File: config.mk
export PLATFORM = sky130hd
export DESIGN_NAME = snapshot_lerp_extrapolate
export DESIGN_NICKNAME = d
export VERILOG_FILES = /design/src/hdl/slx_pkg.sv /design/src/hdl/slx_ctrl.sv /design/src/hdl/slx_dp.sv /design/src/hdl/snapshot_lerp_extrapolate.sv
export SDC_FILE = /design/constraint.sdc
export NUM_CORES = 2
export LEC_CHECK = 0
export BUFFER_PORTS_ARGS = -buffer_cell sky130_fd_sc_hd__buf_2
export CORE_MARGIN = 8
export CORE_UTILIZATION = 69
export CTS_BUF_LIST = sky130_fd_sc_hd__clkbuf_4
export DETAILED_ROUTE_END_ITERATION = 12
export GPL_TIMING_DRIVEN = 0
export PLACE_DENSITY_LB_ADDON = 0.12
export SLEW_MARGIN = 30
export SYNTH_ARGS = -nofsm -noshare
export SYNTH_HDL_FRONTEND = slang
export SYNTH_SLANG_ARGS = --single-unit
export TNS_END_PERCENT = 50
File: constraint.sdc
create_clock -name clk -period 30.6 [get_ports clk]
set_clock_uncertainty 0.2 [all_clocks]
set_input_delay 4.59 -clock clk [delete_from_list [all_inputs] [get_ports clk]]
set_output_delay 4.59 -clock clk [all_outputs]
set_load 0.01 [all_outputs]
File: src/hdl/slx_pkg.sv
// Shared types and constants for the snapshot interpolation block.
package slx_pkg;

  // Query classification computed by the datapath
  localparam logic [1:0] KIND_HOLD   = 2'd0;
  localparam logic [1:0] KIND_EXTRAP = 2'd1;
  localparam logic [1:0] KIND_DIVIDE = 2'd2;
  localparam logic [1:0] KIND_ZERO   = 2'd3;

  // Result origin codes
  localparam logic [1:0] HOW_HOLD   = 2'd0;
  localparam logic [1:0] HOW_INTERP = 2'd1;
  localparam logic [1:0] HOW_EXTRAP = 2'd2;

  // Input function codes
  localparam logic FUNC_STORE = 1'b0;
  localparam logic FUNC_QUERY = 1'b1;

  localparam logic [15:0] LIMIT_RESET = 16'd3277;
  localparam int          DIV_STEPS   = 17;
  localparam logic [16:0] T_ONE       = 17'h10000;

  typedef struct packed {
    logic       store;
    logic       capture;
    logic       classify;
    logic       div_step;
    logic       div_first;
    logic       div_last;
    logic       mul;
    logic       acc;
    logic [1:0] lane;
    logic       publish;
  } slx_cmd_t;

  typedef struct packed {
    logic [1:0] kind;
  } slx_stat_t;

endpackage

File: src/hdl/slx_ctrl.sv
// Controller state machine for the snapshot interpolation block.
module slx_ctrl (
  input  logic                clk,
  input  logic                rst_n,
  input  logic                in_valid,
  output logic                in_ready,
  input  logic                in_func,
  output logic                out_valid,
  input  logic                out_ready,
  input  slx_pkg::slx_stat_t  stat,
  output slx_pkg::slx_cmd_t   cmd
);

  localparam logic [2:0] S_IDLE  = 3'd0;
  localparam logic [2:0] S_CLASS = 3'd1;
  localparam logic [2:0] S_DIV   = 3'd2;
  localparam logic [2:0] S_MUL   = 3'd3;
  localparam logic [2:0] S_ACC   = 3'd4;
  localparam logic [2:0] S_DONE  = 3'd5;

  logic [2:0] state_r, state_nxt;
  logic [4:0] cnt_r, cnt_nxt;
  logic       extrap_r, extrap_nxt;
  logic       out_valid_r, out_valid_nxt;

  always_comb begin
    state_nxt  = state_r;
    cnt_nxt    = cnt_r;
    extrap_nxt = extrap_r;
    cmd        = '0;
    cmd.lane   = cnt_r[1:0];
    in_ready   = 1'b0;
    case (state_r)
      S_IDLE: begin
        in_ready = 1'b1;
        if (in_valid) begin
          if (in_func == slx_pkg::FUNC_STORE) begin
            cmd.store = 1'b1;
          end else begin
            cmd.capture = 1'b1;
            state_nxt   = S_CLASS;
          end
        end
      end
      S_CLASS: begin
        cmd.classify = 1'b1;
        cnt_nxt      = '0;
        extrap_nxt   = 1'b0;
        case (stat.kind)
          slx_pkg::KIND_HOLD:   state_nxt = S_DONE;
          slx_pkg::KIND_EXTRAP: begin
            extrap_nxt = 1'b1;
            state_nxt  = S_MUL;
          end
          slx_pkg::KIND_DIVIDE: state_nxt = S_DIV;
          default:              state_nxt = S_MUL;
        endcase
      end
      S_DIV: begin
        cmd.div_step  = 1'b1;
        cmd.div_first = (cnt_r == '0);
        cmd.div_last  = (cnt_r == 5'(slx_pkg::DIV_STEPS - 1));
        if (cmd.div_last) begin
          cnt_nxt   = '0;
          state_nxt = S_MUL;
        end else begin
          cnt_nxt = cnt_r + 5'd1;
        end
      end
      S_MUL: begin
        cmd.mul   = 1'b1;
        state_nxt = S_ACC;
      end
      S_ACC: begin
        cmd.acc = 1'b1;
        if (cnt_r[1:0] == (extrap_r ? 2'd1 : 2'd3)) begin
          state_nxt = S_DONE;
        end else begin
          cnt_nxt   = cnt_r + 5'd1;
          state_nxt = S_MUL;
        end
      end
      S_DONE: begin
        // hold the result until the output register is free
        if (!out_valid_r || out_ready) begin
          cmd.publish = 1'b1;
          state_nxt   = S_IDLE;
        end
      end
      default: state_nxt = S_IDLE;
    endcase
  end

  always_comb begin
    if (cmd.publish) begin
      out_valid_nxt = 1'b1;
    end else if (out_ready) begin
      out_valid_nxt = 1'b0;
    end else begin
      out_valid_nxt = out_valid_r;
    end
  end

  always_ff @(posedge clk) begin
    if (!rst_n) begin
      state_r     <= S_IDLE;
      cnt_r       <= '0;
      extrap_r    <= 1'b0;
      out_valid_r <= 1'b0;
    end else begin
      state_r     <= state_nxt;
      cnt_r       <= cnt_nxt;
      extrap_r    <= extrap_nxt;
      out_valid_r <= out_valid_nxt;
    end
  end

  assign out_valid = out_valid_r;

  a_div_count: assert property (@(posedge clk) disable iff (!rst_n)
    (state_r == S_DIV) |-> (cnt_r < 5'(slx_pkg::DIV_STEPS)))
    else $error("divider step count out of range");

  a_extrap_lanes: assert property (@(posedge clk) disable iff (!rst_n)
    (state_r == S_ACC && extrap_r) |-> (cnt_r < 5'd2))
    else $error("extrapolation touched a paddle lane");

  a_valid_from_done: assert property (@(posedge clk) disable iff (!rst_n)
    $rose(out_valid_r) |-> ($past(state_r) == S_DONE))
    else $error("result shown without finishing a query");

endmodule

File: src/hdl/slx_dp.sv
// Datapath: snapshot storage, query classification, divider and shared multiplier.
module slx_dp (
  input  logic                clk,
  input  logic                rst_n,
  input  slx_pkg::slx_cmd_t   cmd,
  output slx_pkg::slx_stat_t  stat,
  input  logic                cfg_we,
  input  logic [15:0]         cfg_data,
  input  logic [31:0]         in_time_value,
  input  logic signed [31:0]  in_ball_x,
  input  logic signed [31:0]  in_ball_y,
  input  logic signed [31:0]  in_ball_speed_x,
  input  logic signed [31:0]  in_ball_speed_y,
  input  logic signed [31:0]  in_paddle_x,
  input  logic signed [31:0]  in_paddle_y,
  output logic signed [31:0]  out_ball_x,
  output logic signed [31:0]  out_ball_y,
  output logic signed [31:0]  out_paddle_x,
  output logic signed [31:0]  out_paddle_y,
  output logic [1:0]          out_how_made
);

  logic               have_r;
  logic [31:0]        prev_time_r, cur_time_r, tq_r;
  logic signed [31:0] prev_pos_r [4];
  logic signed [31:0] cur_pos_r  [4];
  logic signed [31:0] speed_r    [2];
  logic signed [31:0] res_r      [4];
  logic [1:0]         how_r;
  logic [15:0]        limit_r;
  logic [32:0]        rem_r;
  logic [16:0]        quo_r, factor_r;
  logic signed [50:0] prod_r;
  logic signed [31:0] obx_r, oby_r, opx_r, opy_r;
  logic [1:0]         ohow_r;

  logic [31:0]        span, ahead, over;
  logic [32:0]        trial, rem_nxt;
  logic               ge;
  logic [16:0]        quo_nxt;
  logic signed [31:0] in_pos [4];
  logic signed [32:0] mul_a;
  logic signed [17:0] mul_b;
  logic signed [50:0] prod;
  logic signed [31:0] base;
  logic signed [35:0] sum;
  logic signed [31:0] acc_val;
  logic               fits;

  assign in_pos[0] = in_ball_x;
  assign in_pos[1] = in_ball_y;
  assign in_pos[2] = in_paddle_x;
  assign in_pos[3] = in_paddle_y;

  assign span  = cur_time_r - prev_time_r;
  assign ahead = tq_r - prev_time_r;
  assign over  = tq_r - cur_time_r;

  always_comb begin
    if (!have_r || !(cur_time_r > prev_time_r)) begin
      stat.kind = slx_pkg::KIND_HOLD;
    end else if (tq_r > cur_time_r) begin
      stat.kind = (over > {16'd0, limit_r}) ? slx_pkg::KIND_HOLD : slx_pkg::KIND_EXTRAP;
    end else if (tq_r > prev_time_r) begin
      stat.kind = slx_pkg::KIND_DIVIDE;
    end else begin
      stat.kind = slx_pkg::KIND_ZERO;
    end
  end

  // restoring divider: first step compares without shifting (quotient bit 16)
  assign trial   = cmd.div_first ? rem_r : {rem_r[31:0], 1'b0};
  assign ge      = (trial >= {1'b0, span});
  assign rem_nxt = ge ? (trial - {1'b0, span}) : trial;
  assign quo_nxt = {quo_r[15:0], ge};

  always_comb begin
    if (how_r == slx_pkg::HOW_EXTRAP) begin
      mul_a = {speed_r[cmd.lane[0]][31], speed_r[cmd.lane[0]]};
      base  = cur_pos_r[cmd.lane];
    end else begin
      mul_a = {cur_pos_r[cmd.lane][31], cur_pos_r[cmd.lane]}
            - {prev_pos_r[cmd.lane][31], prev_pos_r[cmd.lane]};
      base  = prev_pos_r[cmd.lane];
    end
  end

  assign mul_b = $signed({1'b0, factor_r});
  assign prod  = mul_a * mul_b;

  // floor of the product over 65536, then add and saturate
  assign sum  = {{4{base[31]}}, base} + {prod_r[50], prod_r[50:16]};
  assign fits = (sum[35:31] == 5'b00000) || (sum[35:31] == 5'b11111);
  always_comb begin
    if (fits) begin
      acc_val = sum[31:0];
    end else if (sum[35]) begin
      acc_val = 32'sh8000_0000;
    end else begin
      acc_val = 32'sh7fff_ffff;
    end
  end

  always_ff @(posedge clk) begin
    if (!rst_n) begin
      have_r      <= 1'b0;
      prev_time_r <= '0;
      cur_time_r  <= '0;
      limit_r     <= slx_pkg::LIMIT_RESET;
      for (int i = 0; i < 4; i++) begin
        prev_pos_r[i] <= '0;
        cur_pos_r[i]  <= '0;
      end
      speed_r[0] <= '0;
      speed_r[1] <= '0;
    end else begin
      if (cfg_we) begin
        limit_r <= cfg_data;
      end
      if (cmd.store) begin
        have_r     <= 1'b1;
        cur_time_r <= in_time_value;
        speed_r[0] <= in_ball_speed_x;
        speed_r[1] <= in_ball_speed_y;
        prev_time_r <= have_r ? cur_time_r : in_time_value;
        for (int i = 0; i < 4; i++) begin
          cur_pos_r[i]  <= in_pos[i];
          prev_pos_r[i] <= have_r ? cur_pos_r[i] : in_pos[i];
        end
      end
    end
  end

  always_ff @(posedge clk) begin
    if (cmd.capture) begin
      tq_r <= in_time_value;
    end
    if (cmd.classify) begin
      rem_r <= {1'b0, ahead};
      quo_r <= '0;
      case (stat.kind)
        slx_pkg::KIND_HOLD: begin
          how_r <= slx_pkg::HOW_HOLD;
          for (int i = 0; i < 4; i++) res_r[i] <= cur_pos_r[i];
        end
        slx_pkg::KIND_EXTRAP: begin
          how_r    <= slx_pkg::HOW_EXTRAP;
          factor_r <= over[16:0];
          for (int i = 0; i < 4; i++) res_r[i] <= cur_pos_r[i];
        end
        slx_pkg::KIND_DIVIDE: begin
          how_r <= slx_pkg::HOW_INTERP;
        end
        default: begin
          how_r    <= slx_pkg::HOW_INTERP;
          factor_r <= '0;
        end
      endcase
    end
    if (cmd.div_step) begin
      rem_r <= rem_nxt;
      quo_r <= quo_nxt;
      if (cmd.div_last) begin
        factor_r <= (quo_nxt > slx_pkg::T_ONE) ? slx_pkg::T_ONE : quo_nxt;
      end
    end
    if (cmd.mul) begin
      prod_r <= prod;
    end
    if (cmd.acc) begin
      res_r[cmd.lane] <= acc_val;
    end
    if (cmd.publish) begin
      obx_r  <= res_r[0];
      oby_r  <= res_r[1];
      opx_r  <= res_r[2];
      opy_r  <= res_r[3];
      ohow_r <= how_r;
    end
  end

  assign out_ball_x   = obx_r;
  assign out_ball_y   = oby_r;
  assign out_paddle_x = opx_r;
  assign out_paddle_y = opy_r;
  assign out_how_made = ohow_r;

  a_empty_is_zero: assert property (@(posedge clk) disable iff (!rst_n)
    !have_r |-> (cur_time_r == '0 && cur_pos_r[0] == '0 && cur_pos_r[1] == '0
                 && cur_pos_r[2] == '0 && cur_pos_r[3] == '0))
    else $error("newer slot not clear before first snapshot");

  a_factor_range: assert property (@(posedge clk) disable iff (!rst_n)
    cmd.div_last |=> (factor_r <= slx_pkg::T_ONE))
    else $error("interpolation factor above one");

  a_lerp_in_range: assert property (@(posedge clk) disable iff (!rst_n)
    (cmd.acc && how_r == slx_pkg::HOW_INTERP) |-> fits)
    else $error("interpolation left the span of the snapshots");

endmodule

File: src/hdl/snapshot_lerp_extrapolate.sv
// Top level of the snapshot interpolation and dead-reckoning block.
//
// Usage:
//   Input channel (in_valid/in_ready): in_func = 0 stores a snapshot (time,
//   ball position and speed, paddle position) and gives no result; in_func = 1
//   is a query at render time in_time_value and gives exactly one result.
//   Result channel (out_valid/out_ready): four positions plus out_how_made
//   (0 newer snapshot held, 1 interpolated, 2 extrapolated by ball speed).
//   Config channel (cfg_valid/cfg_ready): cfg_extrap_limit, always ready;
//   write it only while no query is in flight.
// Sequence:
//   A store is written as it is taken. A held query goes straight to the
//   result; an extrapolation runs the single shared 33x18 multiplier over
//   the two ball lanes and an interpolation over all four, first running
//   the 17-step restoring divider unless at or before the older snapshot.
//   The input side takes a new transfer while a result still waits in the
//   output register; a query that finishes with the output still stalled
//   holds until out_ready frees the register.
// Reset: rst_n (synchronous, active low) empties both snapshot slots, zeroes
//   the stored positions and sets the limit to 3277 (about 50 ms).
module snapshot_lerp_extrapolate (
  input  logic               clk,
  input  logic               rst_n,
  input  logic               in_valid,
  output logic               in_ready,
  input  logic               in_func,
  input  logic [31:0]        in_time_value,
  input  logic signed [31:0] in_ball_x,
  input  logic signed [31:0] in_ball_y,
  input  logic signed [31:0] in_ball_speed_x,
  input  logic signed [31:0] in_ball_speed_y,
  input  logic signed [31:0] in_paddle_x,
  input  logic signed [31:0] in_paddle_y,
  output logic               out_valid,
  input  logic               out_ready,
  output logic signed [31:0] out_ball_x,
  output logic signed [31:0] out_ball_y,
  output logic signed [31:0] out_paddle_x,
  output logic signed [31:0] out_paddle_y,
  output logic [1:0]         out_how_made,
  input  logic               cfg_valid,
  output logic               cfg_ready,
  input  logic [15:0]        cfg_extrap_limit
);

  slx_pkg::slx_cmd_t  cmd;
  slx_pkg::slx_stat_t stat;

  // the limit register takes a write in any cycle
  assign cfg_ready = 1'b1;

  slx_ctrl u_ctrl (
    .clk       (clk),
    .rst_n     (rst_n),
    .in_valid  (in_valid),
    .in_ready  (in_ready),
    .in_func   (in_func),
    .out_valid (out_valid),
    .out_ready (out_ready),
    .stat      (stat),
    .cmd       (cmd)
  );

  slx_dp u_dp (
    .clk             (clk),
    .rst_n           (rst_n),
    .cmd             (cmd),
    .stat            (stat),
    .cfg_we          (cfg_valid & cfg_ready),
    .cfg_data        (cfg_extrap_limit),
    .in_time_value   (in_time_value),
    .in_ball_x       (in_ball_x),
    .in_ball_y       (in_ball_y),
    .in_ball_speed_x (in_ball_speed_x),
    .in_ball_speed_y (in_ball_speed_y),
    .in_paddle_x     (in_paddle_x),
    .in_paddle_y     (in_paddle_y),
    .out_ball_x      (out_ball_x),
    .out_ball_y      (out_ball_y),
    .out_paddle_x    (out_paddle_x),
    .out_paddle_y    (out_paddle_y),
    .out_how_made    (out_how_made)
  );

endmodule

==> impl_summary.md <==
CTS
The clock transition at the registers of the reported paths is 0.08 ns. The number of buffers inserted to repair setup after CTS is 0. The CTS H-tree depth is 4. The number of cells upsized or downsized after cts is 0.

The clock reaches the later pin of the worst-skew pair after 1.19 ns. In this run the deepest clock path goes through 3 buffers. The master cell of the clock root buffer is clkbuf_4. The clock net in this run drives a total of 807 sinks. The count of hold-fix buffers inserted at cts is 0. TritonCTS built the clock tree.

In this run, CTS created clock tree buffers numbering 202.

GRT
The number of antenna violations at the first check in global routing was 36. The number of global-route vias before repair came to 52.28k. The first global-routing pass estimated 303900 um of wire. Entering global routing, the biggest net connects 44 pins.

The total routing usage reported by global routing is 40.71%. The sum of overflow across all layers after global routing is 0.

Yosys
The average instance area after synthesis is 10.28 um^2. Synthesis produced a netlist with a net count of 7179. Ranked by total cell area, the synthesized netlist is headed by edfxtp_1, fa_1, ha_1, inv_1, nand2_1. The flip-flop cell with the highest count after synthesis is edfxtp_1.

In this run the cell area of the synthesized design comes to 62300 um^2. The synthesized netlist contains 85 unique library cells. The synthesized design contains 696 enable-type register cells. After synthesis, flip-flops and latches occupy 37.11% of the total area.

The Yosys step of the flow raised 0 warnings. After synthesis, the largest family of logic cells by area is adder cells. The post-synthesis adder-cell area fraction is 24.02%. The basic-gate share of the synthesized area counting and, or, nand and nor cells is 14.39%.

The fraction of the mapped netlist area in compound gates is 9.686%. The fraction of synthesized cell area taken by the top area cell type is 33.55%. Counting flops and latches in the post-synthesis netlist gives 807. edfxtp_1 takes more of the synthesized area than any other cell. Counting every instance in the synthesized netlist gives 6061. The mux cell area share after synthesis is 5.633%. The xor/xnor cell area share of the yosys netlist is 2.685%. The fraction of synthesis flops using an asynchronous set or reset pin is 0%.

STA
The routed design could run at a clock period as short as 12.98 ns. The max-slew violation count came to 0. The post-route fraction of the period consumed by the critical path is 42.42%.

Headroom to the max-slew limit came out at 25.38%. The final-report hold violation count is 0. The transition time of the tightest slew-check pin is 1.119 ns.

The total setup violations reported at the end of the flow is 0. Setup repair after global routing left no endpoint under its margin. Based on the critical path, the design can be clocked at up to 0.07704 GHz. Summed over all failing endpoints, the final setup total negative slack is 0 ns.

Die
The die covers 100200 um^2. During I/O placement, the number of pins put on the boundary was 379. The area inside the core boundary is 89740 um^2. The y dimension of the die is 316.5 um. The placement row count is 110.

The die boundary width is 316.5 um. The starting utilization of the core area is 69.43%.

Power and ir drop
The worst supply voltage drop on vdd is 0.00004939 V. The share of power burned in registers is 33.9%. For this design the ratio of total power to cell area is 58.47 nW/um^2. Internal power comes to 2.330 mW.

The relative contribution of combinational cells to total power is 42.7%. The leakage power of the design is 30.25 nW. Per report_power, the clock group accounts for 23.4% of the total. The switching power total is 1.705 mW. The switching fraction of total power is 42.26%.

Detailed routing
Summed over all layers, the routed wires come to 204700 um. The number of remaining DRC errors is 0. The DRC violation total after the first TritonRoute iteration is 6086. The number of search-and-repair iterations in the first detailed-routing pass is 9.

The detail route stage leaves a number of antenna-violating nets equal to 0. The average via count per standard cell is 6.307. The detailed-route wire length per cell is 25.48 um.

The number of vias after detailed routing is 50.67k.

Worst setup path
The slowest stage cell on the critical path is a311oi_1. The worst setup path is of the register to register kind. Among the stages of the critical path, the cell type that occurs most often is fa_1. STA classifies the critical path endpoint as a register. Of all nets on the critical path, the largest fanout is 10. STA classifies the critical path startpoint as a register. The arrival time at the worst endpoint is 13.69 ns. The delay of the slowest cell on the worst path is 0.86 ns.

For the worst setup path, the data required time is 31.31 ns.

Placement
The count of input and output buffers is 376. The routability congestion estimate is 0.9977. The placed wire-length estimate after detailed placement is 161100 um.

Cells and area
For this run, the post-layout net count is 7782. The library cell used most frequently in the layout, excluding fill and tap cells, is inv_1. The synthesis-to-finish area growth is 10.76%. Cells fill 76.90% of the core in the end. The number of filler instances in the final layout is 6060. The fraction of layout cells with a size suffix above 1 is 12.58%.

Leaving out fill and tap cells, the most frequent cells in the layout are inv_1, nand2_1, edfxtp_1.

Run status
The run finished with clean final reports.

Min path
The worst hold path belongs to the class register to register.

Run
The number of violations of the max-capacitance limit is 0.
[registers in the layout, indices dropped and copies added (netlist names), 2 cells and up, named ones only]
signal and count:
out_ball_x 32, out_ball_y 32, out_paddle_x 32, out_paddle_y 32, u_ctrl.cnt_r 5, u_ctrl.state_r 3
u_dp.cur_pos_r 128, u_dp.cur_time_r 32, u_dp.factor_r 17, u_dp.how_r 2, u_dp.limit_r 16, u_dp.out_how_made 2
u_dp.prev_pos_r 128, u_dp.prev_time_r 32, u_dp.prod_r 35, u_dp.quo_r 16, u_dp.rem_r 33, u_dp.res_r 128
u_dp.speed_r 64, u_dp.tq_r 32
[stage by stage]
step | cells | worst slack, ns | power, mW | area [um^2] | hold slack (ns)
2_1_floorplan | 6061 | 15.85 | 2.467 | 62300 | 0.2003
3_3_place_gp | 7613 | 11.23 | 3.024 | 65650 | 0.2008
3_5_place_dp | 7636 | 17.62 | 3.034 | 66280 | 0.2045
4_1_cts | 7998 | 17.52 | 3.967 | 68890 | 0.1802
5_1_grt | 8020 | 17.20 | 4.188 | 68970 | 0.1887
6_report | 8033 | 17.62 | 4.035 | 69000 | 0.1900
[synth_stat cells, drive strengths merged, types with 11 or more instances]
| library cell | instances |
|---|---|
| nor2 | 316 |
| xor2 | 69 |
| inv | 810 |
| nand2b | 29 |
| a31oi | 49 |
| and3b | 15 |
| fa | 540 |
| and3 | 13 |
| mux2i | 201 |
| a221o | 17 |
| mux4 | 64 |
| o21bai | 38 |
| nor4 | 11 |
| edfxtp | 696 |
| clkbuf | 229 |
| o211ai | 23 |
| nand3 | 56 |
| and2 | 458 |
| a21o | 103 |
| o21a | 43 |
| a211oi | 11 |
| a21oi | 223 |
| ha | 332 |
| nand2 | 789 |
| o31ai | 15 |
| or3 | 18 |
| or4 | 13 |
| o22ai | 38 |
| dfxtp | 111 |
| xnor2 | 122 |
| nand4 | 37 |
| nor3 | 43 |
| buf | 30 |
| o21ai | 328 |
| nor2b | 45 |
[kinds of logic after synthesis]
group           Yosys count
other cells               1
compound gates          976
flops                   807
mux                     270
xor+xnor                191
fa+ha+maj               872
simple gates           1874
buf+inv                1070
[power groups by stage]
stage / logic (mW) / clock network [mW] / registers (mW)
finish: 1.72 / 0.946 / 1.37
global route: 1.82 / 0.995 / 1.37
CTS: 1.66 / 0.943 / 1.36
detailed placement: 1.65 / 0 / 1.39
global placement: 1.62 / 0 / 1.41
floorplan: 1.09 / 0 / 1.38
[critical path: cells and delay by family, from the launching register on]
kind,cells,cell delay (ns)
adders and majority gates,8,3.64
DFF,1,0.31
buffers and inverters,7,1.92
and+or+nand+nor,5,0.89
xor gates and xnor gates,2,0.48
AOI/OAI and AO/OA,13,4.62
muxes,1,0.64
[final timing paths]
kind | start | to | slack [ns] | cells past startpoint
setup / recovery | register | u_dp.prod_r[49] | 17.62 | 36
hold / removal | u_dp.res_r[2][28] | out_paddle_x[28] | 0.19 | 0
setup reg to reg | register | u_dp.prod_r[49] | 17.62 | 36
hold reg to reg | u_dp.res_r[2][28] | out_paddle_x[28] | 0.19 | 0
[metal layers]
layer	GRT usage [%]	part of all wire (%)	vias up	routed length, um
li1	-	-	21740	-
met3	10.48	12	951	24010
met1	46.83	33	24340	67540
met4	30.93	8.9	6	18220
met5	0	0.023	-	47
met2	65.45	46	3629	94880
[area by class of cell]
class	instances	area, um^2	share of cell area, %
multi-input combinational	4184	35240	51.07
timing repair buffer	399	2435	3.529
antenna	35	87.58	0.1269
buffer	259	996.0	1.443
clock buffer	299	2245	3.253
sequential	807	23120	33.51
tap	1176	1471	2.132
clock inverter	63	362.8	0.5258
inverter	811	3044	4.412
Power figures use the tool's default switching activity.
